## config.mk

```make
export PLATFORM = sky130hd
export DESIGN_NAME = window_mean_stddev_threshold
export DESIGN_NICKNAME = d
export VERILOG_FILES = /design/src/wmst_pkg.sv /design/src/wmst_ram.sv /design/src/window_mean_stddev_threshold.sv
export VERILOG_INCLUDE_DIRS = /design/src /design/src/src
export SDC_FILE = /design/constraint.sdc
export NUM_CORES = 2
export LEC_CHECK = 0
export BUFFER_PORTS_ARGS = -buffer_cell sky130_fd_sc_hd__buf_2
export CAP_MARGIN = 20
export CORE_MARGIN = 4
export CORE_UTILIZATION = 55
export DETAILED_ROUTE_END_ITERATION = 6
export GPL_ROUTABILITY_DRIVEN = 0
export PLACE_DENSITY_LB_ADDON = 0.2
export SLEW_MARGIN = 30
export SYNTH_ARGS = -nofsm -noshare
export SYNTH_HDL_FRONTEND = slang
export SYNTH_SLANG_ARGS = --single-unit
```

## constraint.sdc

```tcl
create_clock -name clk -period 6.97 [get_ports clk]
set_clock_uncertainty 0.2 [all_clocks]
set_input_delay 1.394 -clock clk [delete_from_list [all_inputs] [get_ports clk]]
set_output_delay 1.394 -clock clk [all_outputs]
set_load 0.01 [all_outputs]
```

## src/window_mean_stddev_threshold_assert.svh

```systemverilog
// Assertion macros for the window statistics block.
// Each use names a label and a property expression without commas.
`ifndef WINDOW_MEAN_STDDEV_THRESHOLD_ASSERT_SVH
`define WINDOW_MEAN_STDDEV_THRESHOLD_ASSERT_SVH

// Check on every edge outside reset.
`define WMST_CHECK(label, prop) \
	label: assert property (@(posedge clk) disable iff (!arst_n) (prop)) \
		else $error("window statistics check failed");

// Check on every edge, reset included.
`define WMST_CHECK_ALWAYS(label, prop) \
	label: assert property (@(posedge clk) (prop)) \
		else $error("window statistics check failed during or after reset");

`endif

```

## src/wmst_pkg.sv

```systemverilog
`default_nettype none

package wmst_pkg;

	// Window geometry (WINDOW must be a power of two)
	localparam int WINDOW      = 128;
	localparam int WIN_BITS    = $clog2(WINDOW);
	localparam int SAMPLE_BITS = 12;
	localparam int SUM_BITS    = SAMPLE_BITS + WIN_BITS;
	localparam int SQ_BITS     = 2 * SAMPLE_BITS;
	localparam int SQSUM_BITS  = SQ_BITS + WIN_BITS;
	localparam int ROOT_BITS   = SAMPLE_BITS;
	localparam int CNT_BITS    = WIN_BITS + 1;

	// Configuration port
	localparam int CFG_IDX_BITS  = 3;
	localparam int CFG_DATA_BITS = 12;

	localparam logic [CFG_IDX_BITS-1:0] REG_BASE_THR   = 3'd0;
	localparam logic [CFG_IDX_BITS-1:0] REG_ACT_THR    = 3'd1;
	localparam logic [CFG_IDX_BITS-1:0] REG_ACT_LEVEL  = 3'd2;
	localparam logic [CFG_IDX_BITS-1:0] REG_REST_LEVEL = 3'd3;

	localparam logic [11:0] RST_BASE_THR   = 12'd1500;
	localparam logic [11:0] RST_ACT_THR    = 12'd1500;
	localparam logic [7:0]  RST_ACT_LEVEL  = 8'd20;
	localparam logic [7:0]  RST_REST_LEVEL = 8'd10;

	// Frame layout
	localparam logic [7:0]  BYTE_OPEN  = 8'h03;
	localparam logic [7:0]  BYTE_CLOSE = 8'hFC;
	localparam logic [12:0] THR_MAX    = 13'h1FFF;

	localparam logic [2:0] POS_OPEN    = 3'd0;
	localparam logic [2:0] POS_MON_LO  = 3'd1;
	localparam logic [2:0] POS_MON_HI  = 3'd2;
	localparam logic [2:0] POS_MEAN_LO = 3'd3;
	localparam logic [2:0] POS_MEAN_HI = 3'd4;
	localparam logic [2:0] POS_CLOSE   = 3'd5;

	typedef struct packed {
		logic [11:0] window_sample;
		logic [11:0] monitor_sample;
	} in_item_t;

	typedef struct packed {
		logic [7:0]  tx_byte;
		logic        last_byte;
		logic [11:0] window_mean;
		logic [12:0] deviation_threshold;
		logic [7:0]  drive_level;
	} out_item_t;

	typedef enum logic [5:0] {
		ST_IDLE = 6'b000001,
		ST_SUM  = 6'b000010,
		ST_SQ   = 6'b000100,
		ST_ROOT = 6'b001000,
		ST_FIN  = 6'b010000,
		ST_SEND = 6'b100000
	} state_t;

endpackage

`default_nettype wire

```

## src/wmst_ram.sv

```systemverilog
`default_nettype none

module wmst_ram #(
	parameter int WIDTH = 12,
	parameter int DEPTH = 128
) (
	input  wire logic                     clk,
	input  wire logic                     we,
	input  wire logic [$clog2(DEPTH)-1:0] waddr,
	input  wire logic [WIDTH-1:0]         wdata,
	input  wire logic [$clog2(DEPTH)-1:0] raddr,
	output logic      [WIDTH-1:0]         rdata
);

	logic [WIDTH-1:0] mem [DEPTH];

	always_ff @(posedge clk) begin
		if (we) begin
			mem[waddr] <= wdata;
		end
		rdata <= mem[raddr];
	end

endmodule

`default_nettype wire

```

## src/window_mean_stddev_threshold.sv

```systemverilog
// Takes one item at a time: a new input is accepted only in idle, after the last
// frame's closing byte; each item makes two passes over the 128-entry window RAM
// (one read port), a 12-step root and the six-byte frame.
// Reset (arst_n low): window reads as all zeros through per-entry valid bits,
// write pointer zero, registers at 1500 / 1500 / 20 / 10, no frame pending.
`default_nettype none

`include "window_mean_stddev_threshold_assert.svh"

module window_mean_stddev_threshold (
	input  wire logic                                 clk,
	input  wire logic                                 arst_n,
	input  wire logic                                 in_valid,
	output logic                                      in_ready,
	input  wire wmst_pkg::in_item_t                   in_data,
	output logic                                      out_valid,
	input  wire logic                                 out_ready,
	output wmst_pkg::out_item_t                       out_data,
	input  wire logic                                 cfg_we,
	input  wire logic [wmst_pkg::CFG_IDX_BITS-1:0]    cfg_idx,
	input  wire logic [wmst_pkg::CFG_DATA_BITS-1:0]   cfg_wdata
);

	// ------------------------------------------------------------------
	// Control state
	// ------------------------------------------------------------------
	wmst_pkg::state_t                      state_q;
	logic [wmst_pkg::CNT_BITS-1:0]         idx_q;      // read address, root step, byte position
	logic [wmst_pkg::WIN_BITS-1:0]         wp_q;       // next ring slot to write
	logic [wmst_pkg::WINDOW-1:0]           valid_q;    // entry written since reset
	logic                                  rd_s1;      // RAM data valid this cycle
	logic                                  prod_vld_s2;

	// Configuration registers
	logic [11:0] base_thr_q;
	logic [11:0] act_thr_q;
	logic [7:0]  act_level_q;
	logic [7:0]  rest_level_q;

	// ------------------------------------------------------------------
	// Datapath registers
	// ------------------------------------------------------------------
	logic [11:0]                           mon_q;
	logic [wmst_pkg::SUM_BITS-1:0]         sum_q;
	logic [wmst_pkg::SAMPLE_BITS-1:0]      mean_q;
	logic [wmst_pkg::SQ_BITS-1:0]          prod_s2;
	logic [wmst_pkg::SQSUM_BITS-1:0]       sumsq_q;
	logic [wmst_pkg::SQ_BITS-1:0]          rad_q;
	logic [wmst_pkg::ROOT_BITS:0]          rem_q;
	logic [wmst_pkg::ROOT_BITS-1:0]        root_q;
	logic [12:0]                           thr_q;
	logic [7:0]                            drive_q;
	logic                                  vld_s1;

	// ------------------------------------------------------------------
	// Window RAM: written once per item, read twice over per item
	// ------------------------------------------------------------------
	logic                                  in_xfer;
	logic                                  out_xfer;
	logic                                  issue;
	logic [wmst_pkg::WIN_BITS-1:0]         raddr;
	logic [wmst_pkg::SAMPLE_BITS-1:0]      ram_rdata;
	logic [wmst_pkg::SAMPLE_BITS-1:0]      sample_s1;
	logic [wmst_pkg::SAMPLE_BITS-1:0]      diff_s1;
	logic                                  pass_end;
	logic                                  root_last;
	logic [2:0]                            pos;

	assign in_xfer  = in_valid && in_ready;
	assign out_xfer = out_valid && out_ready;
	assign raddr    = idx_q[wmst_pkg::WIN_BITS-1:0];
	assign issue    = (idx_q != wmst_pkg::CNT_BITS'(wmst_pkg::WINDOW));
	assign pass_end = !issue && !rd_s1 && !prod_vld_s2;
	assign root_last = (idx_q == wmst_pkg::CNT_BITS'(wmst_pkg::ROOT_BITS - 1));
	assign pos      = idx_q[2:0];

	wmst_ram #(
		.WIDTH (wmst_pkg::SAMPLE_BITS),
		.DEPTH (wmst_pkg::WINDOW)
	) u_ram (
		.clk   (clk),
		.we    (in_xfer),
		.waddr (wp_q),
		.wdata (in_data.window_sample[wmst_pkg::SAMPLE_BITS-1:0]),
		.raddr (raddr),
		.rdata (ram_rdata)
	);

	// A slot never written since reset counts as zero
	assign sample_s1 = vld_s1 ? ram_rdata : '0;
	assign diff_s1   = (sample_s1 >= mean_q) ? (sample_s1 - mean_q) : (mean_q - sample_s1);

	// ------------------------------------------------------------------
	// Square root step: two radicand bits in, one root bit out
	// ------------------------------------------------------------------
	logic [wmst_pkg::ROOT_BITS+2:0] rem_sh;
	logic [wmst_pkg::ROOT_BITS+2:0] trial;
	logic                           take;

	assign rem_sh = {rem_q, rad_q[wmst_pkg::SQ_BITS-1 -: 2]};
	assign trial  = {1'b0, root_q, 2'b01};
	assign take   = (rem_sh >= trial);

	// Threshold with saturation
	logic [13:0] thr_sum;
	assign thr_sum = 14'(base_thr_q) + 14'(root_q);

	// ------------------------------------------------------------------
	// Sequencer
	// ------------------------------------------------------------------
	always_ff @(posedge clk or negedge arst_n) begin
		if (!arst_n) begin
			state_q     <= wmst_pkg::ST_IDLE;
			idx_q       <= '0;
			wp_q        <= '0;
			valid_q     <= '0;
			rd_s1       <= 1'b0;
			prod_vld_s2 <= 1'b0;
		end else begin
			unique case (state_q)
				wmst_pkg::ST_IDLE: begin
					// store the sample and mark its slot, then start the mean pass
					if (in_xfer) begin
						valid_q[wp_q] <= 1'b1;
						wp_q          <= wp_q + 1'b1;
						idx_q         <= '0;
						state_q       <= wmst_pkg::ST_SUM;
					end
				end
				wmst_pkg::ST_SUM: begin
					rd_s1 <= issue;
					if (issue) begin
						idx_q <= idx_q + 1'b1;
					end
					if (pass_end) begin
						idx_q   <= '0;
						state_q <= wmst_pkg::ST_SQ;
					end
				end
				wmst_pkg::ST_SQ: begin
					rd_s1       <= issue;
					prod_vld_s2 <= rd_s1;
					if (issue) begin
						idx_q <= idx_q + 1'b1;
					end
					if (pass_end) begin
						idx_q   <= '0;
						state_q <= wmst_pkg::ST_ROOT;
					end
				end
				wmst_pkg::ST_ROOT: begin
					idx_q <= idx_q + 1'b1;
					if (root_last) begin
						state_q <= wmst_pkg::ST_FIN;
					end
				end
				wmst_pkg::ST_FIN: begin
					idx_q   <= '0;
					state_q <= wmst_pkg::ST_SEND;
				end
				wmst_pkg::ST_SEND: begin
					// advance one byte per transfer; drop back to idle after the closing byte
					if (out_xfer) begin
						if (pos == wmst_pkg::POS_CLOSE) begin
							state_q <= wmst_pkg::ST_IDLE;
						end else begin
							idx_q <= idx_q + 1'b1;
						end
					end
				end
				default: begin
					state_q <= wmst_pkg::ST_IDLE;
				end
			endcase
		end
	end

	// ------------------------------------------------------------------
	// Configuration writes
	// ------------------------------------------------------------------
	always_ff @(posedge clk or negedge arst_n) begin
		if (!arst_n) begin
			base_thr_q   <= wmst_pkg::RST_BASE_THR;
			act_thr_q    <= wmst_pkg::RST_ACT_THR;
			act_level_q  <= wmst_pkg::RST_ACT_LEVEL;
			rest_level_q <= wmst_pkg::RST_REST_LEVEL;
		end else if (cfg_we) begin
			unique case (cfg_idx)
				wmst_pkg::REG_BASE_THR:   base_thr_q   <= cfg_wdata[11:0];
				wmst_pkg::REG_ACT_THR:    act_thr_q    <= cfg_wdata[11:0];
				wmst_pkg::REG_ACT_LEVEL:  act_level_q  <= cfg_wdata[7:0];
				wmst_pkg::REG_REST_LEVEL: rest_level_q <= cfg_wdata[7:0];
				default: begin
					// index past the register list: ignore
				end
			endcase
		end
	end

	// ------------------------------------------------------------------
	// Datapath (no reset needed)
	// ------------------------------------------------------------------
	always_ff @(posedge clk) begin
		vld_s1  <= valid_q[raddr];
		prod_s2 <= wmst_pkg::SQ_BITS'(diff_s1) * wmst_pkg::SQ_BITS'(diff_s1);

		case (state_q)
			wmst_pkg::ST_IDLE: begin
				if (in_xfer) begin
					mon_q <= in_data.monitor_sample;
					sum_q <= '0;
				end
			end
			wmst_pkg::ST_SUM: begin
				if (rd_s1) begin
					sum_q <= sum_q + wmst_pkg::SUM_BITS'(sample_s1);
				end
				// floor mean is a plain shift of the window sum
				if (pass_end) begin
					mean_q  <= sum_q[wmst_pkg::SUM_BITS-1:wmst_pkg::WIN_BITS];
					sumsq_q <= '0;
				end
			end
			wmst_pkg::ST_SQ: begin
				if (prod_vld_s2) begin
					sumsq_q <= sumsq_q + wmst_pkg::SQSUM_BITS'(prod_s2);
				end
				if (pass_end) begin
					rad_q  <= sumsq_q[wmst_pkg::SQSUM_BITS-1:wmst_pkg::WIN_BITS];
					rem_q  <= '0;
					root_q <= '0;
				end
			end
			wmst_pkg::ST_ROOT: begin
				rad_q <= {rad_q[wmst_pkg::SQ_BITS-3:0], 2'b00};
				if (take) begin
					rem_q  <= (wmst_pkg::ROOT_BITS+1)'(rem_sh - trial);
					root_q <= {root_q[wmst_pkg::ROOT_BITS-2:0], 1'b1};
				end else begin
					rem_q  <= rem_sh[wmst_pkg::ROOT_BITS:0];
					root_q <= {root_q[wmst_pkg::ROOT_BITS-2:0], 1'b0};
				end
			end
			wmst_pkg::ST_FIN: begin
				thr_q   <= (thr_sum > 14'(wmst_pkg::THR_MAX)) ? wmst_pkg::THR_MAX
				                                              : thr_sum[12:0];
				drive_q <= (12'(mean_q) > act_thr_q) ? act_level_q : rest_level_q;
			end
			default: begin
				// hold
			end
		endcase
	end

	// ------------------------------------------------------------------
	// Frame output: fields come straight from held registers
	// ------------------------------------------------------------------
	logic [7:0] tx_byte;

	always_comb begin
		unique case (pos)
			wmst_pkg::POS_OPEN:    tx_byte = wmst_pkg::BYTE_OPEN;
			wmst_pkg::POS_MON_LO:  tx_byte = mon_q[7:0];
			wmst_pkg::POS_MON_HI:  tx_byte = 8'(mon_q >> 8);
			wmst_pkg::POS_MEAN_LO: tx_byte = 8'(mean_q);
			wmst_pkg::POS_MEAN_HI: tx_byte = 8'(mean_q >> 8);
			wmst_pkg::POS_CLOSE:   tx_byte = wmst_pkg::BYTE_CLOSE;
			default:               tx_byte = wmst_pkg::BYTE_CLOSE;
		endcase
	end

	assign in_ready  = (state_q == wmst_pkg::ST_IDLE);
	assign out_valid = (state_q == wmst_pkg::ST_SEND);

	always_comb begin
		out_data.tx_byte             = tx_byte;
		out_data.last_byte           = (pos == wmst_pkg::POS_CLOSE);
		out_data.window_mean         = 12'(mean_q);
		out_data.deviation_threshold = thr_q;
		out_data.drive_level         = drive_q;
	end

	// ------------------------------------------------------------------
	// Assertions
	// ------------------------------------------------------------------
	// Case inequality keeps the check quiet before the first reset edge settles the state.
	`WMST_CHECK_ALWAYS(a_no_overlap, (in_ready && out_valid) !== 1'b1)
	`WMST_CHECK(a_last_is_close, (out_valid && out_data.last_byte) |-> (out_data.tx_byte == wmst_pkg::BYTE_CLOSE))
	`WMST_CHECK(a_idle_after_frame, (out_xfer && out_data.last_byte) |=> in_ready)
	`WMST_CHECK(a_wp_advance, in_xfer |=> (wp_q == wmst_pkg::WIN_BITS'($past(wp_q) + 1'b1)))

endmodule

`default_nettype wire
```

## Yosys cells after proc, flatten, opt, wreduce, memory -nomap -nowiden

Memory sizes are Yosys's and may differ from the RTL's. A register that Yosys moved wholly into a read port is not among the register bits.
Index checks and enable logic that the tools add are counted.

- Bitwise gates (word level): 1
- $lt $le $gt $ge: 7
- Add/subtract/negate cells: 8
- Multiply operators: 1
- Equality and inequality tests: 26
- Reductions and logical operators: 26
- Multiplexer cells: 37

Operators with widths:

| operator | number |
|---|---|
| $or 128x128->128 | 1 |
| $pmux 8 s5 | 2 |
| $mux 31 | 2 |
| $pmux 31 s2 | 1 |
| $mux 8 | 6 |
| $pmux 24 s2 | 1 |
| $mux 19 | 2 |
| $pmux 19 s2 | 1 |
| $mux 12 | 3 |
| $mux 6 | 6 |
| $pmux 6 s6 | 1 |
| $add 31x24->31 | 1 |
| $mux 13 | 2 |
| $pmux 13 s2 | 1 |
| $mul 12x12->24 | 1 |
| $mux 24 | 1 |
| $pmux 12 s2 | 1 |
| $sub 12x12->12 | 2 |
| $add 19x12->19 | 1 |
| $lt 7x8->1 const B | 2 |
| $ge 15x14->1 | 1 |
| $reduce_and 2->1 | 7 |
| $add 12x12->13 | 1 |
| $gt 13x13->1 const B | 1 |
| other kinds (32) | 58 |

- Bits in writable memories: 1536
- Memories: 1
- Output and inout bits: 44
- Word-level logic and storage cells: 128
- Register bits after elaboration: 360
- Input port bits: 44

Memory list:

| memory | depth | width | read ports | clocked after memory_dff | wr ports | RTL line | text |
|---|---|---|---|---|---|---|---|
| u_ram.mem | 128 | 12 | 1 | 1 | 1 | wmst_ram.sv:15 | `logic [WIDTH-1:0] mem [DEPTH];` |

## Depth between registers and ports, before layout

- Depth in word-level cells: 6
- Mapped depth: 36
- Mapped depth without buffers: 33

## Cells and area by module

A second synthesis with hierarchy kept.

- Cells, all modules: 4345
- Area total of the unflattened synthesis: 81358.0 um^2

By module, submodules not included:

| module | seq. area each (um^2) | instances | area each (um^2) | cells an instance |
|---|---|---|---|---|
| wmst_ram | 46364.5 | 1 | 59128.0 | 2362 |
| window_mean_stddev_threshold | 9608.0 | 1 | 22230.1 | 1983 |

## Least setup slack after synthesis

Ideal clock, no wire load.

- Kind: reg2reg
- Start: register vld_s1
- End: register prod_s2[23] in the netlist's numbering
- Data required time: 6650 ps
- Slack: -740 ps
- Arrival: 7390 ps
- Buffers on the path: 5
- Cell stages (with the launch flop): 35
- Period minus slack after synthesis: 7710 ps
- Setup time: 120 ps
- Cells stage by stage: dfxtp_1 -> buf_4 -> buf_2 -> clkbuf_1 -> nand2_1 -> ha_1 -> ha_1 -> a211o_1 -> a31oi_1 -> nor2_1 -> o2111ai_1 -> a31oi_1 -> buf_6 -> mux2i_1 -> xnor2_1 -> buf_2 -> nand2b_1 -> fa_1 -> inv_1 -> fa_1 -> inv_1 -> fa_1 -> inv_1 -> fa_1 -> inv_1 -> fa_1 -> inv_1 -> ha_1 -> a2111oi_0 -> o311ai_1 -> a21oi_1 -> o21a_1 -> o21ai_0 -> a21oi_1 -> xnor2_1

- Cells in the longest elaborated chain, start to end: 4
- Elaborated cells on any way between the ends: 6
- Classes of those cells: add/sub: 2; mul: 1; order compare: 1; mux: 2

Ends and longest elaborated chain:

| what | RTL line | text |
|---|---|---|
| from (decl) | window_mean_stddev_threshold.sv:53 | `logic vld_s1;` |
| from (signal assigned) | window_mean_stddev_threshold.sv:204 | `vld_s1 <= valid_q[raddr];` |
| $mux 12 (*) | window_mean_stddev_threshold.sv:90 | `assign sample_s1 = vld_s1 ? ram_rdata : '0;` |
| $sub 12x12->12 / $ge 12x12->1 (equally long branches) | window_mean_stddev_threshold.sv:91 | `assign diff_s1 = (sample_s1 >= mean_q) ? (sample_s1 - mean_q) : (mean_q - sample_s1);` |
| $mux 12 (*) | window_mean_stddev_threshold.sv:91 |  |
| $mul 12x12->24 (*) | window_mean_stddev_threshold.sv:205 | `prod_s2 <= wmst_pkg::SQ_BITS'(diff_s1) * wmst_pkg::SQ_BITS'(diff_s1);` |
| to (signal assigned) | window_mean_stddev_threshold.sv:205 |  |
| to (decl) | window_mean_stddev_threshold.sv:46 | `logic [wmst_pkg::SQ_BITS-1:0] prod_s2;` |

Mark *: on every way between the ends. The rest lies on a longest branch, timed or not.
A chain may end at the register's enable or synchronous reset.

## Final worst setup path

Ends and elaborated chain as after synthesis.

==> metrics <==
via count=41601; startpoint types=flop; most common cell in the netlist=edfxtp_1; IO Pins=88; Slew HR=31.29%; DRC violation count after routing=0; share of cells above drive strength 1=32.21%; Worst-Skew Late Latency=820 ps; Post-layout nets=4964; final wirelength=186100 microns; Hold WS=258.6 ps; hold wc startpoint=valid_q[70]; Mapped Cells=4353; sequential fraction of the synthesis area=69.22%; post-synthesis cell area=80870 sq um; drt first pass iters=5; dpl cell area=85360 sq um; WS Path Type=flop to flop; status=complete, but fails checks; root buf cell=clkbuf_16; antenna-violating nets left=0; Die Area=153200 sq um; core area=145900 sq um; total track usage=24.79%; Final Hold Fails=0; Port Buffers=87; row cnt=140; final period utilization=101.6%; min Tclk post-route=7085 ps; CTS Buf Count=187; Worst Hold Class=flop to flop; first-pass GRT wire length=279400 microns; Reg2Reg Setup Slack=-110 ps; ys flop type=edfxtp_1; synth cell count leaders=edfxtp_1, mux4_2, nor2_1; RSZ-0062 raised after global routing=true; CP dominant cell by count=fa_1; Seq cells post-synth=1907; Worst Setup SP=vld_s1; vias per cell=6.139; CTS sink count=1907; CTS Hold Bufs=0; post-synth top area share=62.39%; largest net degree at the start of global routing=143; initial core utilization=55.42%; worst-path fanout max=7; Setup-failing EPs final=6; violated checks=negative setup slack; H-Tree Depth=4; wire per inst=27.46 microns; grt ovf=0; Cell variety after synth=84; Post-synth EDFFs=1680; Req. time, crit path=7470 ps; R2R Path Start=vld_s1; Post-Synthesis Net Count=4623; Synth area leaders=edfxtp_1, mux4_2, dfrtp_1; Synth warnings=0; initial antenna violation count=8; delay of the slowest cell on the worst path=510 ps; Fin Setup TNS=-432.3 ps; Yosys top cell by area=edfxtp_1; Buf/Inv on CP=9; vias in the first global route=42436; CP endpoint kind=flop; DP Wirelength=113700 microns; mean post-synth cell area=18.58 sq um; P&R area growth vs syn=13.76%; Max Clock Freq=0.1411 GHz; 1st-iter DRT viols=4142; number of fill cells in the layout=9928; Arr. time, crit path=7590 ps; Critical-path top delay cell=fa_1; Die Y=391.4 microns; setup ws final=-115.0 ps; total of max-cap violations=0; die span in x=391.4 microns; TritonCTS clock tree=done; fin area=91990 sq um; maximum clock path buffer count=3; Worst-Margin Slew=1030 ps; final max-slew violation count=0; ys async rst share=10.02%; Top delay family on crit path=adder cells; clock slew at reported path FFs=60 ps
registers in the layout (all words and copies together), names as in the netlist, 12 cells and up:
name and flops:
root_q 12, valid_q 128, sum_q 19, prod_s2 23, u_ram.mem 1536, mean_q 12, act_thr_q 12, sumsq_q 31
u_ram.rdata 12, rem_q 13, rad_q 24, base_thr_q 12, thr_q 13, mon_q 12
metrics by stage:
step           utilization, %  setup slack, ps  cells
3_5_place_dp            58.50           -295.8   6409
6_report                63.04           -115.0   6777
5_1_grt                 63.04           -410.2   6775
2_1_floorplan               -           -47.18   4353
4_1_cts                 62.78           -132.8   6769
3_3_place_gp            58.45           -283.8   6407
routing by layer:
layer,vias up,share of wire (%),track usage [%]
li1,17819,-,-
met1,21895,40,34.99
met2,1606,50,40.49
met3,279,7.1,4.282
met4,2,2.7,7.037
met5,-,0.0038,0
placed cells by master (no fill, tap or decap), drive strengths merged, types with 11 or more instances in the layout:
master and count:
a21o 41, a21oi 77, a31oi 11, and2 14
and3 13, buf 350, clkbuf 261, clkinv 68
dfrtp 172, dfstp 19, dfxtp 36, edfxtp 1680
fa 80, ha 146, inv 196, mux2 56
mux2i 17, mux4 546, nand2 165, nand2b 20
nand3 33, nand4 18, nor2 299, nor2b 26
nor3 24, o21a 15, o21ai 72, or2 147
xnor2 68, xor2 30
kinds of logic (layout without fill, tap and decap cells):
logic type	Yosys count	in the layout	share of synthesized area, %
compound gates	305	305	2.477
simple gates	813	813	4.862
xor+xnor	98	98	1.089
buf+inv	384	889	1.906
other cells	0	2	0
mux	619	619	16.20
flops	1907	1907	69.22
fa+ha+maj	227	227	4.252
layout make-up:
cell class	count	area, sq um	share of cell area [%]
multi-input combinational	2062	24170	26.28
clock inverter	92	913.4	0.9929
inverter	186	700.7	0.7617
timing repair buffer	350	2610	2.837
antenna	2	5.005	0.005440
clock buffer	261	5200	5.653
sequential	1907	55990	60.87
tap	1917	2399	2.607
what timing repair did:
| item | in CTS | in global routing |
|---|---|---|
| setup endpoints to repair | 9 | 13 |
| resized for setup | 17 | 48 |
| pin swaps | 14 | 24 |
| buffers inserted | 7 | 6 |
path summary, 6_finish.rpt:
kind	end	depth (start not counted)
max in group asynchronous	idx_q[0]	2
hold / removal	valid_q[70]	1
setup reg to reg	prod_s2[23]	34
setup / recovery	prod_s2[23]	34
min in group asynchronous	valid_q[123]	1
hold reg to reg	valid_q[70]	1
Power is left out: the tool's default activity adds up to more than one toggle a clock period on the data nets, which glitch-free logic cannot reach.
